`config.mk`:
```
export PLATFORM = sky130hd
export DESIGN_NAME = websocket_frame_deframer_top
export DESIGN_NICKNAME = d
export VERILOG_FILES = /design/src/rtl/wsdf_pkg.sv /design/src/rtl/wsdf_in_reg.sv /design/src/rtl/wsdf_parser.sv /design/src/rtl/wsdf_out_reg.sv /design/src/rtl/websocket_frame_deframer_top.sv
export SDC_FILE = /design/constraint.sdc
export NUM_CORES = 1
export LEC_CHECK = 0
export BUFFER_PORTS_ARGS = -buffer_cell sky130_fd_sc_hd__buf_2
export CORE_UTILIZATION = 62
export CTS_BUF_LIST = sky130_fd_sc_hd__clkbuf_8 sky130_fd_sc_hd__clkbuf_16
export DETAILED_ROUTE_END_ITERATION = 10
export PLACE_DENSITY_LB_ADDON = 0.25
export SLEW_MARGIN = 0
export SYNTH_ARGS = -nofsm -noshare
export SYNTH_HDL_FRONTEND = slang
export SYNTH_SLANG_ARGS = --single-unit
```
`constraint.sdc`:
```
create_clock -name i_clk -period 4 [get_ports i_clk]
set_input_delay 0.8 -clock i_clk [delete_from_list [all_inputs] [get_ports i_clk]]
set_output_delay 0.8 -clock i_clk [all_outputs]
set_load 0.05 [all_outputs]
```
`src/rtl/wsdf_pkg.sv`:
```
`timescale 1ns / 1ps
`default_nettype none

package wsdf_pkg;

    // Default width of the payload length counter.
    localparam int LENGTH_BITS = 32;

    // Header field masks and the special length codes.
    localparam logic [7:0] OPCODE_MASK = 8'h0F;
    localparam logic [7:0] MASK_FLAG   = 8'h80;
    localparam logic [7:0] LEN7_MASK   = 8'h7F;
    localparam logic [6:0] LEN_EXT16   = 7'd126;
    localparam logic [6:0] LEN_EXT64   = 7'd127;

    // Extension and key byte counts, less one where the count is compared before increment.
    localparam logic [2:0] EXT16_LAST = 3'd1;
    localparam logic [2:0] EXT64_LAST = 3'd7;
    localparam logic [2:0] KEY_LAST   = 3'd3;

    // Stream widths.
    localparam int IN_TDATA_W  = 8;
    localparam int OUT_TDATA_W = 16;

    // One result beat from the parser to the output register.
    typedef struct packed {
        logic [7:0] payload_byte;
        logic [3:0] frame_opcode;
        logic       last_byte;
        logic       empty_frame;
    } t_result;

endpackage

`default_nettype wire

```
`src/rtl/wsdf_in_reg.sv`:
```
`timescale 1ns / 1ps
`default_nettype none

module wsdf_in_reg (
    input  wire logic       i_clk,
    input  wire logic       i_rst_n,
    input  wire logic       i_valid,
    output logic            o_ready,
    input  wire logic [7:0] i_byte,
    input  wire logic       i_advance,
    output logic            o_valid,
    output logic [7:0]      o_byte
);

    logic       r_valid;
    logic [7:0] r_byte;

    // The register takes a new beat when empty or when its beat moves on.
    assign o_ready = !r_valid || i_advance;

    always_ff @(posedge i_clk) begin
        if (!i_rst_n) begin
            r_valid <= 1'b0;
        end else if (o_ready) begin
            r_valid <= i_valid;
        end
    end

    always_ff @(posedge i_clk) begin
        if (o_ready && i_valid) begin
            r_byte <= i_byte;
        end
    end

    assign o_valid = r_valid;
    assign o_byte  = r_byte;

endmodule

`default_nettype wire

```
`src/rtl/wsdf_parser.sv`:
```
`timescale 1ns / 1ps
`default_nettype none

module wsdf_parser #(
    parameter int LB = wsdf_pkg::LENGTH_BITS
) (
    input  wire logic       i_clk,
    input  wire logic       i_rst_n,
    input  wire logic       i_valid,
    input  wire logic [7:0] i_byte,
    input  wire logic       i_advance,
    output logic            o_res_valid,
    output wsdf_pkg::t_result o_res
);

    typedef enum logic [2:0] {
        PH_HDR0  = 3'd0,
        PH_HDR1  = 3'd1,
        PH_EXT16 = 3'd2,
        PH_EXT64 = 3'd3,
        PH_KEY   = 3'd4,
        PH_DATA  = 3'd5
    } t_phase;

    t_phase        r_phase, n_phase;
    logic [2:0]    r_hcount, n_hcount;
    logic [LB-1:0] r_len, n_len;
    logic          r_mask_en, n_mask_en;
    logic [31:0]   r_key, n_key;
    logic [1:0]    r_midx, n_midx;
    logic [3:0]    r_opcode, n_opcode;

    logic       consume;
    logic       len_complete;
    logic       hdr_complete;
    logic [7:0] key_byte;

    assign consume  = i_valid && i_advance;
    // Key byte 0 sits in the top byte of the key register.
    assign key_byte = r_key[{~r_midx, 3'b000} +: 8];

    // Next state and result for the byte at the head of the input register.
    always_comb begin
        n_phase      = r_phase;
        n_hcount     = r_hcount;
        n_len        = r_len;
        n_mask_en    = r_mask_en;
        n_key        = r_key;
        n_midx       = r_midx;
        n_opcode     = r_opcode;
        len_complete = 1'b0;
        hdr_complete = 1'b0;
        o_res_valid  = 1'b0;
        o_res        = '0;

        if (consume) begin
            case (r_phase)
                PH_HDR1: begin
                    n_mask_en = (i_byte & wsdf_pkg::MASK_FLAG) != 8'd0;
                    n_hcount  = 3'd0;
                    n_len     = '0;
                    if (i_byte[6:0] == wsdf_pkg::LEN_EXT16) begin
                        n_phase = PH_EXT16;
                    end else if (i_byte[6:0] == wsdf_pkg::LEN_EXT64) begin
                        n_phase = PH_EXT64;
                    end else begin
                        n_len        = {{(LB-7){1'b0}}, i_byte[6:0]};
                        len_complete = 1'b1;
                    end
                end
                PH_EXT16: begin
                    n_len    = {r_len[LB-9:0], i_byte};
                    n_hcount = r_hcount + 3'd1;
                    if (r_hcount == wsdf_pkg::EXT16_LAST) begin
                        len_complete = 1'b1;
                    end
                end
                PH_EXT64: begin
                    // Bytes above the counter width fall off the top.
                    n_len = {r_len[LB-9:0], i_byte};
                    if (r_hcount == wsdf_pkg::EXT64_LAST) begin
                        len_complete = 1'b1;
                    end else begin
                        n_hcount = r_hcount + 3'd1;
                    end
                end
                PH_KEY: begin
                    n_key    = {r_key[23:0], i_byte};
                    n_hcount = r_hcount + 3'd1;
                    if (r_hcount == wsdf_pkg::KEY_LAST) begin
                        n_hcount     = 3'd0;
                        hdr_complete = 1'b1;
                    end
                end
                PH_DATA: begin
                    n_midx                = r_midx + 2'd1;
                    n_len                 = r_len - {{(LB-1){1'b0}}, 1'b1};
                    o_res_valid           = 1'b1;
                    o_res.payload_byte    = i_byte ^ key_byte;
                    o_res.frame_opcode    = r_opcode;
                    if (r_len == {{(LB-1){1'b0}}, 1'b1}) begin
                        o_res.last_byte = 1'b1;
                        n_phase         = PH_HDR0;
                    end
                end
                default: begin
                    // First header byte; unused phase codes land here too.
                    n_opcode  = i_byte[3:0] & wsdf_pkg::OPCODE_MASK[3:0];
                    n_key     = '0;
                    n_mask_en = 1'b0;
                    n_midx    = 2'd0;
                    n_hcount  = 3'd0;
                    n_len     = '0;
                    n_phase   = PH_HDR1;
                end
            endcase

            // Length known: read the key next, or finish the header.
            if (len_complete) begin
                n_hcount = 3'd0;
                if (n_mask_en) begin
                    n_phase = PH_KEY;
                end else begin
                    hdr_complete = 1'b1;
                end
            end

            // Header finished: a zero length gives the empty marker at once.
            if (hdr_complete) begin
                if (n_len == '0) begin
                    o_res_valid        = 1'b1;
                    o_res.payload_byte = 8'd0;
                    o_res.frame_opcode = r_opcode;
                    o_res.last_byte    = 1'b1;
                    o_res.empty_frame  = 1'b1;
                    n_phase            = PH_HDR0;
                end else begin
                    n_midx  = 2'd0;
                    n_phase = PH_DATA;
                end
            end
        end
    end

    always_ff @(posedge i_clk) begin
        if (!i_rst_n) begin
            r_phase   <= PH_HDR0;
            r_hcount  <= 3'd0;
            r_len     <= '0;
            r_mask_en <= 1'b0;
            r_key     <= '0;
            r_midx    <= 2'd0;
            r_opcode  <= 4'd0;
        end else begin
            r_phase   <= n_phase;
            r_hcount  <= n_hcount;
            r_len     <= n_len;
            r_mask_en <= n_mask_en;
            r_key     <= n_key;
            r_midx    <= n_midx;
            r_opcode  <= n_opcode;
        end
    end

endmodule

`default_nettype wire

```
`src/rtl/wsdf_out_reg.sv`:
```
`timescale 1ns / 1ps
`default_nettype none

module wsdf_out_reg (
    input  wire logic              i_clk,
    input  wire logic              i_rst_n,
    input  wire logic              i_valid,
    input  wire wsdf_pkg::t_result i_res,
    output logic                   o_advance,
    output logic                   o_valid,
    input  wire logic              i_ready,
    output wsdf_pkg::t_result      o_res
);

    logic              r_valid;
    wsdf_pkg::t_result r_res;

    // The pipeline moves whenever the held result is gone or is taken now.
    assign o_advance = !r_valid || i_ready;

    always_ff @(posedge i_clk) begin
        if (!i_rst_n) begin
            r_valid <= 1'b0;
        end else if (o_advance) begin
            r_valid <= i_valid;
        end
    end

    always_ff @(posedge i_clk) begin
        if (o_advance && i_valid) begin
            r_res <= i_res;
        end
    end

    assign o_valid = r_valid;
    assign o_res   = r_res;

endmodule

`default_nettype wire

```
`src/rtl/websocket_frame_deframer_top.sv`:
```
// WebSocket receive deframer. The slave stream carries the received frame
// stream, one byte per beat in s_axis_tdata[7:0]. The master stream carries
// one beat per payload byte, already unmasked, with the frame opcode beside
// it; tlast marks the final payload byte of a frame. A frame of zero length
// gives a single marker beat with a zero payload byte, tlast high and
// tuser high, on the byte that completes its header. Header, extension and
// key bytes give no beat.
// Throughput is one byte per cycle while the receiver keeps tready high. A
// byte waits in the input register, and the header state is updated as it
// leaves; its result is shown on the master side on the next cycle. The
// input and result registers form a two-stage pipeline: while the receiver
// holds tready low, the pipeline fills and then s_axis_tready drops until
// the result is taken.
// Reset (synchronous, active low) empties both stages and returns the parser
// to wait for the first header byte of a new frame.
`timescale 1ns / 1ps
`default_nettype none

module websocket_frame_deframer_top #(
    parameter int LENGTH_BITS = wsdf_pkg::LENGTH_BITS
) (
    input  wire logic                             i_clk,
    input  wire logic                             i_rst_n,
    input  wire logic                             i_s_axis_tvalid,
    output logic                                  o_s_axis_tready,
    // [7:0] in_byte
    input  wire logic [wsdf_pkg::IN_TDATA_W-1:0]  i_s_axis_tdata,
    output logic                                  o_m_axis_tvalid,
    input  wire logic                             i_m_axis_tready,
    // [7:0] payload_byte, [11:8] frame_opcode, [15:12] zero
    output logic [wsdf_pkg::OUT_TDATA_W-1:0]      o_m_axis_tdata,
    output logic                                  o_m_axis_tlast,
    // [0] empty_frame
    output logic                                  o_m_axis_tuser
);

    logic              advance;
    logic              in_valid;
    logic [7:0]        in_byte;
    logic              res_valid;
    wsdf_pkg::t_result res;
    wsdf_pkg::t_result out_res;

    // Input register.
    wsdf_in_reg u_in_reg (
        .i_clk     (i_clk),
        .i_rst_n   (i_rst_n),
        .i_valid   (i_s_axis_tvalid),
        .o_ready   (o_s_axis_tready),
        .i_byte    (i_s_axis_tdata[7:0]),
        .i_advance (advance),
        .o_valid   (in_valid),
        .o_byte    (in_byte)
    );

    // Header state machine and unmasking.
    wsdf_parser #(
        .LB (LENGTH_BITS)
    ) u_parser (
        .i_clk       (i_clk),
        .i_rst_n     (i_rst_n),
        .i_valid     (in_valid),
        .i_byte      (in_byte),
        .i_advance   (advance),
        .o_res_valid (res_valid),
        .o_res       (res)
    );

    // Result register.
    wsdf_out_reg u_out_reg (
        .i_clk     (i_clk),
        .i_rst_n   (i_rst_n),
        .i_valid   (res_valid),
        .i_res     (res),
        .o_advance (advance),
        .o_valid   (o_m_axis_tvalid),
        .i_ready   (i_m_axis_tready),
        .o_res     (out_res)
    );

    assign o_m_axis_tdata = {4'd0, out_res.frame_opcode, out_res.payload_byte};
    assign o_m_axis_tlast = out_res.last_byte;
    assign o_m_axis_tuser = out_res.empty_frame;

endmodule

`default_nettype wire

```
# Word-level counts from Yosys, hierarchy flattened
# Cells that the tools add are included.
# totals
in_bits	12
word_cells	94
output_inout_bits	20
reg_bits	101
# classes
n_eq_ne	13
add_sub_neg	3
reduce_logical	18
shift	1
n_mux	41
bitwise	4
# ops
op	count
$pmux 32 s4	1
$mux 32	2
$pmux 32 s2	1
$eq 32x1->1 const B	1
$logic_not 32->1	1
$shiftx 32x6->8	1
$sub 32x1->32 const B	1
$mux 3	10
$mux 14	2
$mux 1	16
$eq 7x7->1 const B	2
$mux 13	1
$pmux 3 s4	1
$reduce_or 4->1	3
$eq 3x2->1 const B	3
$eq 3x3->1 const B	3
$pmux 3 s3	1
$xor 8x8->8	1
$mux 7	1
$eq 3x1->1 const B	2
$reduce_and 2->1	3
$reduce_or 5->1	1
$mux 2	2
$pmux 2 s2	1
14 further kinds	19

# Logic depth before layout (Yosys ltp)
# Gate-level depths: netlist (run 1).
# depth
word_depth	10
depth_mapped	13

# Cells and area by module
# Synthesis (run 1) repeated with hierarchy kept, for this count alone.
# unflattened
hier_cells	696
area_unflattened_um2	6072.1
# by_module_without_submodules
mod	cells_each	seq_area_each_um2	area_each_um2	instances
wsdf_parser	659	1541.5	5262.5	1
wsdf_out_reg	19	440.4	478.0	1
wsdf_in_reg	13	260.2	297.8	1
websocket_frame_deframer_top	5	0.0	33.8	1

# Least setup slack after synthesis (run 1)
# No wires, ideal clock.
# synth_path
path_kind	flip-flop to flip-flop
from	register u_parser.r_len[0]
to	register u_out_reg.r_res (netlist bit u_out_reg.o_res[0]), enable pin
setup_ps	361
required_time_ps	3639
stages_incl_launch_ff	13
path_slack_ps	688
t_arrival_ps	2951
cell_sequence	dfxtp_1 clkbuf_1 inv_1 ha_1 clkbuf_1 and4bb_1 nand4_1 nor4_1 xor2_1 o31ai_1 and4_1 nand3_2 nand2_1
# synth_via
elab_chain_len	8
# synth_lines
element	line	source
from (decl)	wsdf_parser.sv:27	logic [LB-1:0] r_len, n_len;
from (signal assigned)	wsdf_parser.sv:157	r_len <= n_len;
$sub 32x1->32	wsdf_parser.sv:97	n_len = r_len - {{(LB-1){1'b0}}, 1'b1};
$pmux 32 s4 (*)	wsdf_parser.sv:57	case (r_phase)
$mux 32 (*)	wsdf_parser.sv:56	if (consume) begin
$logic_not 32->1 (*)	wsdf_parser.sv:130	if (n_len == '0) begin
$mux 1 (*)	wsdf_parser.sv:130	
$mux 1 (*)	wsdf_parser.sv:129	if (hdr_complete) begin
$mux 1 (*)	wsdf_parser.sv:56	
$logic_and 1x1->1 (*)	wsdf_out_reg.sv:30	if (o_advance && i_valid) begin
to (signal assigned)	wsdf_out_reg.sv:31	r_res <= i_res;
to (decl)	wsdf_out_reg.sv:16	wsdf_pkg::t_result r_res;
# Mark *: on every way between the ends. The rest lies on a longest branch, timed or not. The select of a mux whose other input is x is not followed.
# A chain may end at the register's enable or synchronous reset.

# Final worst setup path (run 1)
# layout_path
from	register u_parser.r_len[0]
to	register u_out_reg.r_res (netlist bit u_out_reg.o_res[7]), enable pin
# Same word-level chain as after synthesis.

==> impl_metrics.csv, run 1 <==
group,metric,value,unit
power,comb_power_share,0.147,
power,p_leak,2.15,nW
sta,fmax,0.274,GHz
routing,vias,5460,
run,drv_cap,0,
power,p_int,1.40,mW
worst_hold_path,hp-class,"flop to flop",
global_route,grt_max_degree,39,
yosys,yosys_warnings,0,
global_route,antenna_found_initial,0,
finish,area_delta_synth_final,6.18,%
power,switchingPower,631,uW
routing,drt_iter0_markers,544,
clock_network,clockBufferDepth,2,
placement,placed_area,5990,um2
clock_network,clockRootBuffer,"clkbuf_8",
critical_path,crit_path_start_kind,"flop",
critical_path,r2r_setup_slack,350,ps
yosys,synthTopCellsByCount,"dfxtp_1, nor2_1, nand2_1",
yosys,ys_ff_latch,101,
sta,worst_pin_slew,1150,ps
global_route,grt_pass1_wl,25.6,mm
yosys,synth_compound_gate_area_share,0.172,
power,p_sw_frac,0.310,
sta,slew_headroom,0.237,
yosys,synth_area,5830,um2
sta,fin_setup_tns,0,ps
critical_path,rr_startpoint,"u_parser.r_len[0]$_SDFFE_PN0P_",
critical_path,crit_arrival,3710,ps
sta,hold_viol_final,0,
routing,drtAntennaViolNets,0,
floorplanning,start_util,0.634,
critical_path,crit_path_cell_trace,"inv_1 -> ha_1 -> and4bb_1 -> nand4_1 -> nor4b_1 -> xor2_1 -> nand2_1 -> and4_1 -> nand3_2 -> nand2_2",
power,seqPwrFrac,0.541,
yosys,synthMuxAreaShare,0.0500,
floorplanning,ios,32,
routing,viasPerCell,6.66,
status,run_status,"complete, no violations",
critical_path,r2r-end,"u_out_reg.o_res[7]$_SDFFCE_PN0P_",
sta,slew_viol_final,0,
finish,final_net_count,723,
power,powerDensity,328,nW/um2
global_route,grt_util_all_layers,0.337,
critical_path,cpPeakStageDelay,650,ps
routing,firstDrtPassIters,6,
yosys,synth_area_per_cell,8.19,um2
clock_network,cts_tree,"yes",
finish,drive_gt1_frac,0.135,
worst_hold_path,hold_end,"u_parser.r_key[25]$_SDFFE_PN0P_",
floorplanning,rows,35,
power,clkPwrFrac,0.312,
yosys,synth_top_area_frac,0.271,
yosys,ys.flop_type,"dfxtp_1",
finish,fin_area,6190,um2
floorplanning,die_w,99.0,um
sta,rsz0062_at_grt,"false",
finish,n_antenna_cell,0,
worst_hold_path,hold_path_depth,2,
yosys,yosysUniqueCellTypes,73,
routing,wl_per_cell,19.2,um
power,peakVddDrop,0.261,mV
sta,period_needed,3650,ps
placement,io_buffers,27,
floorplanning,dieHeight,99.0,um
yosys,synth_top_family_by_area,"simple AND/OR/NAND/NOR gates",
global_route,grt_pass1_vias,5013,
routing,drc,0,
finish,post-route-util,0.674,
worst_hold_path,hold_path_startpoint,"u_parser.r_key[25]$_SDFFE_PN0P_",
yosys,seq_area_frac_synth,0.384,
clock_network,cts-htree-levels,3,
placement,placed_cells,804,
yosys,synth-edff-count,22,
critical_path,end_kind,"flop",
clock_network,clock-sinks,101,
sta,fin_crit_sh,0.913,
power,total_power,2.03,mW
yosys,synth-xor-area-share,0.0345,
critical_path,r2r_cells,10,
yosys,yosysMostFrequentCell,"dfxtp_1",
yosys,synth_fa_ha_area_frac,0.0150,
yosys,synth_area_leaders,"dfxtp_1, edfxtp_1, a21oi_1",
floorplanning,core-area,9200,um2
yosys,synth_simple_gate_area_frac,0.284,
routing,wirelength,15.7,mm
finish,fin_cells,820,
yosys,synth_cells,712,
yosys,async_flop_share,0,
critical_path,worstPathMaxFanout,14,
clock_network,cts.reportedPaths.clkPinSlew,110,ps
placement,dpl.hpwl,11.0,mm
critical_path,crit_required,4060,ps
placement,globalplace.congestion,0.997,
global_route,overflow,0,
floorplanning,design.die.area,9800,um2
critical_path,crit_type,"flop to flop",
sta,setup_violations,0,
clock_network,numCtsBuffers,9,
yosys,yosysTopAreaCell,"dfxtp_1",
sta,skew,11.0,ps
clock_network,clock_latency,390,ps
critical_path,cpMaxStageDelayCell,"nor4b_1",
## how the worst max path moves through the flow
stage | cells past startpoint | startpoint | end | slack [ps]
after floorplan | 12 | u_parser.r_len[0]$_SDFFE_PN0P_ | u_out_reg.o_res[0]$_SDFFCE_PN0P_ | 690
after global placement | 10 | u_parser.r_len[0]$_SDFFE_PN0P_ | u_out_reg.o_res[8]$_SDFFCE_PN0P_ | 350
after detailed placement | 10 | u_parser.r_len[0]$_SDFFE_PN0P_ | u_out_reg.o_res[8]$_SDFFCE_PN0P_ | 190
after CTS | 10 | u_parser.r_len[0]$_SDFFE_PN0P_ | u_out_reg.o_res[8]$_SDFFCE_PN0P_ | 170
after global routing | 8 | u_parser.r_len[4]$_SDFFE_PN0P_ | u_out_reg.o_res[4]$_SDFFCE_PN0P_ | 40
final | 10 | u_parser.r_len[0]$_SDFFE_PN0P_ | u_out_reg.o_res[7]$_SDFFCE_PN0P_ | 350
## sequential cells by signal, summed over array words and instances (netlist names)
signal and cells:
u_in_reg.o_byte 8, u_in_reg.o_valid 1, u_out_reg.o_res 14, u_out_reg.o_valid 1, u_parser.r_hcount 3, u_parser.r_key 32
u_parser.r_len 32, u_parser.r_mask_en 1, u_parser.r_midx 2, u_parser.r_opcode 4, u_parser.r_phase 3
## worst max-delay path: cells and delay by family, from the launching register on
kind / cells / cell delay (ps)
flip-flops: 1 / 420
AND/OR/NAND/NOR: 7 / 2250
buffers and inverters: 1 / 120
XOR/XNOR: 1 / 120
adder cells (fa/ha/maj): 1 / 410
## routing by layer
metal | wire length, um | GRT usage | up-vias
li1 | - | - | 2578
met1 | 6770 | 0.468 | 2537
met5 | 0 | 0 | -
met2 | 6840 | 0.477 | 304
met3 | 1740 | 0.112 | 41
met4 | 376 | 0.145 | 0
## cell usage in the layout (no fill, tap or decap), drive strengths merged, types with 3 or more instances in the layout
cell    synthesis  final
dfxtp          79     79
nor2           76     76
nand2          75     75
a21oi          69     69
buf            18     49
nand3          45     45
o21ai          27     27
nor3           27     27
edfxtp         22     22
nor4           22     22
nand4          17     17
inv            12     15
xnor2          14     14
mux2i          10     10
or4            10     10
xor2            9      9
clkbuf         53      9
nand2b          8      8
mux4            8      8
a31oi           7      7
a221oi          7      7
ha              7      7
a211oi          7      7
and2            6      6
a21boi          6      6
and3            5      5
and4            4      4
a22oi           4      4
o31ai           4      4
nor4b           4      4
conb            1      4
nor2b           4      4
o211ai          4      4
clkinv          0      4
or3             3      3
a311oi          3      3
a32oi           3      3
a22o            3      3
## per-stage QoR
step                setup WS, ps  hold WS [ps]
finish                       350           455
global route                38.0           478
CTS                          167           457
detailed placement           195           444
global placement             349           435
floorplan                    688           429
## final cells by class
class / instances / area, um2
sequential: 101 / 2240
multi-input combinational: 531 / 3280
tap: 111 / 139
inverter: 12 / 45.0
clock buffer: 9 / 124
timing repair buffer: 49 / 300
clock inverter: 7 / 68.8
fill: 791 / 3000
## power groups by stage
stage	logic (mW)	registers (mW)	clock network (mW)
floorplan	0.218	1.12	0
global placement	0.286	1.12	0
detailed placement	0.289	1.12	0
CTS	0.290	1.10	0.647
global route	0.322	1.10	0.690
finish	0.299	1.10	0.633
## kinds of logic (layout without fill, tap and decap cells)
family                   count (synthesis)  after routing
other                                    1              4
buffers and inverters                   83             77
XOR/XNOR                                23             23
AO/OA/AOI/OAI                          159            159
flip-flops                             101            101
AND/OR/NAND/NOR                        319            319
adder cells (fa/ha/maj)                  7              7
multiplexers                            19             19
## timing repair
| action | in CTS | in global routing |
|---|---|---|
| hold buffers | 0 | 0 |
| setup buffers | 0 | 0 |
| setup endpoints to repair | 0 | 14 |
| endpoints found under the hold margin | 0 | 0 |
| resized for setup | 0 | 2 |
Note: power is estimated with default switching activity, not from simulation.
==> run 2: changes to the inputs <==
Settings changed: CAP_MARGIN set to 10, CORE_UTILIZATION 62 to 64, CTS_BUF_LIST sky130_fd_sc_hd__clkbuf_8 sky130_fd_sc_hd__clkbuf_16 to sky130_fd_sc_hd__clkbuf_4 sky130_fd_sc_hd__clkbuf_8.
==> impl_metrics.csv, run 2 (synthesized netlist as in run 1, its figures left out) <==
group,metric,value,unit
power,peakVddDrop,0.271,mV
power,total_power,2.04,mW
run,drv_cap,0,
clock_network,clock-sinks,101,
sta,fin_crit_sh,0.914,
placement,io_buffers,27,
clock_network,clock_latency,390,ps
clock_network,clockRootBuffer,"clkbuf_8",
finish,post-route-util,0.711,
global_route,grt_pass1_wl,26.2,mm
routing,wl_per_cell,19.3,um
routing,firstDrtPassIters,5,
sta,hold_viol_final,0,
sta,skew,18.4,ps
finish,drive_gt1_frac,0.140,
routing,wirelength,15.9,mm
clock_network,numCtsBuffers,9,
placement,globalplace.congestion,1.01,
global_route,overflow,0,
critical_path,crit_type,"flop to flop",
critical_path,crit_path_start_kind,"flop",
critical_path,cpPeakStageDelay,540,ps
finish,final_net_count,728,
floorplanning,design.die.area,9500,um2
floorplanning,die_w,97.5,um
sta,fin_setup_tns,0,ps
sta,hold_slack,462,ps
routing,drt_iter0_markers,699,
clock_network,cts.reportedPaths.clkPinSlew,110,ps
critical_path,cpMaxStageDelayCell,"nor4_1",
routing,vias,5490,
finish,fin_area,6230,um2
critical_path,worstPathMaxFanout,14,
routing,drc,0,
sta,period_needed,3660,ps
placement,placed_area,6040,um2
floorplanning,ios,32,
global_route,antenna_found_initial,0,
critical_path,crit_required,4070,ps
routing,drtAntennaViolNets,0,
sta,slew_viol_final,0,
floorplanning,start_util,0.666,
placement,dpl.hpwl,11.1,mm
critical_path,crit_path_cell_trace,"inv_1 -> ha_1 -> and4bb_1 -> nand4_1 -> nor4_1 -> xor2_1 -> o31ai_1 -> and4_1 -> nand3_2 -> nand2_2",
power,powerDensity,327,nW/um2
critical_path,cp_top_family,"simple AND/OR/NAND/NOR gates",
finish,final_common_cell,"dfxtp_1",
critical_path,end_kind,"flop",
routing,viasPerCell,6.68,
status,run_status,"complete, no violations",
floorplanning,core-area,8760,um2
finish,fillers,712,
global_route,grt_max_degree,38,
floorplanning,dieHeight,97.5,um
global_route,grt_util_all_layers,0.346,
sta,setup_violations,0,
clock_network,cts_tree,"yes",
floorplanning,rows,34,
sta,slew_headroom,0.234,
finish,final_cell_mix,"dfxtp_1, nor2_1, nand2_1",
sta,worst_pin_slew,1150,ps
critical_path,path_buf_inv,1,
worst_hold_path,hp-class,"flop to flop",
finish,n_antenna_cell,0,
sta,rsz0062_at_grt,"false",
clock_network,clockBufferDepth,2,
finish,area_delta_synth_final,6.82,%
clock_network,cts-htree-levels,3,
global_route,grt_pass1_vias,5068,
critical_path,crit_arrival,3730,ps
sta,fmax,0.274,GHz
power,p_leak,2.18,nW
[run 2: where the power goes]
part           internal [mW]  switching (mW)
combinational          0.102           0.199
clock                  0.247           0.391
sequential              1.06          0.0384
total                   1.41           0.628
[run 2: timing repair]
| item | in CTS | in global routing |
|---|---|---|
| hold buffers | 0 | 0 |
| resized for setup | 0 | 2 |
| buffers inserted | 0 | 0 |
| setup endpoints to repair | 0 | 14 |
[run 2: path summary, 6_finish.rpt]
| check | start | endpoint | slack, ps | cells after the start |
|---|---|---|---|---|
| worst max register to register | u_parser.r_len[0]$_SDFFE_PN0P_ | u_out_reg.o_res[11]$_SDFFCE_PN0P_ | 340 | 10 |
| worst min-delay path | u_parser.r_key[25]$_SDFFE_PN0P_ | u_parser.r_key[25]$_SDFFE_PN0P_ | 460 | 2 |
| worst max-delay path | u_parser.r_len[0]$_SDFFE_PN0P_ | u_out_reg.o_res[11]$_SDFFCE_PN0P_ | 340 | 10 |
| worst min register to register | u_parser.r_key[25]$_SDFFE_PN0P_ | u_parser.r_key[25]$_SDFFE_PN0P_ | 460 | 2 |
[run 2: final cells by class]
cell class | count | area, um2 | share of cell area
clock buffers | 10 | 131 | 0.0211
clock inverters | 6 | 57.6 | 0.00924
inverters | 12 | 45.0 | 0.00723
multi-input cells | 531 | 3270 | 0.525
flip-flops and latches | 101 | 2240 | 0.360
well taps | 108 | 135 | 0.0217
repair buffers | 54 | 350 | 0.0562
[run 2: worst register-to-register path: cells and delay by family (launching register included)]
kind / cells / cell delay, ps
buffers and inverters: 1 / 130
DFF: 1 / 430
AOI/OAI and AO/OA: 1 / 310
and+or+nand+nor: 6 / 1960
xor gates and xnor gates: 1 / 120
adders and majority gates: 1 / 390
[run 2: per-stage QoR]
stage,setup WS (ps),cells
global placement,433,806
floorplan,688,715
global route,182,822
detailed placement,237,806
finish,345,822
CTS,205,822
[run 2: layer usage]
metal  wire [um]  vias to the layer above  GRT usage
met2        6940                      312      0.494
li1            -                     2584          -
met4         229                        0      0.117
met5           0                        -          0
met1        6950                     2567      0.497
met3        1750                       27      0.104
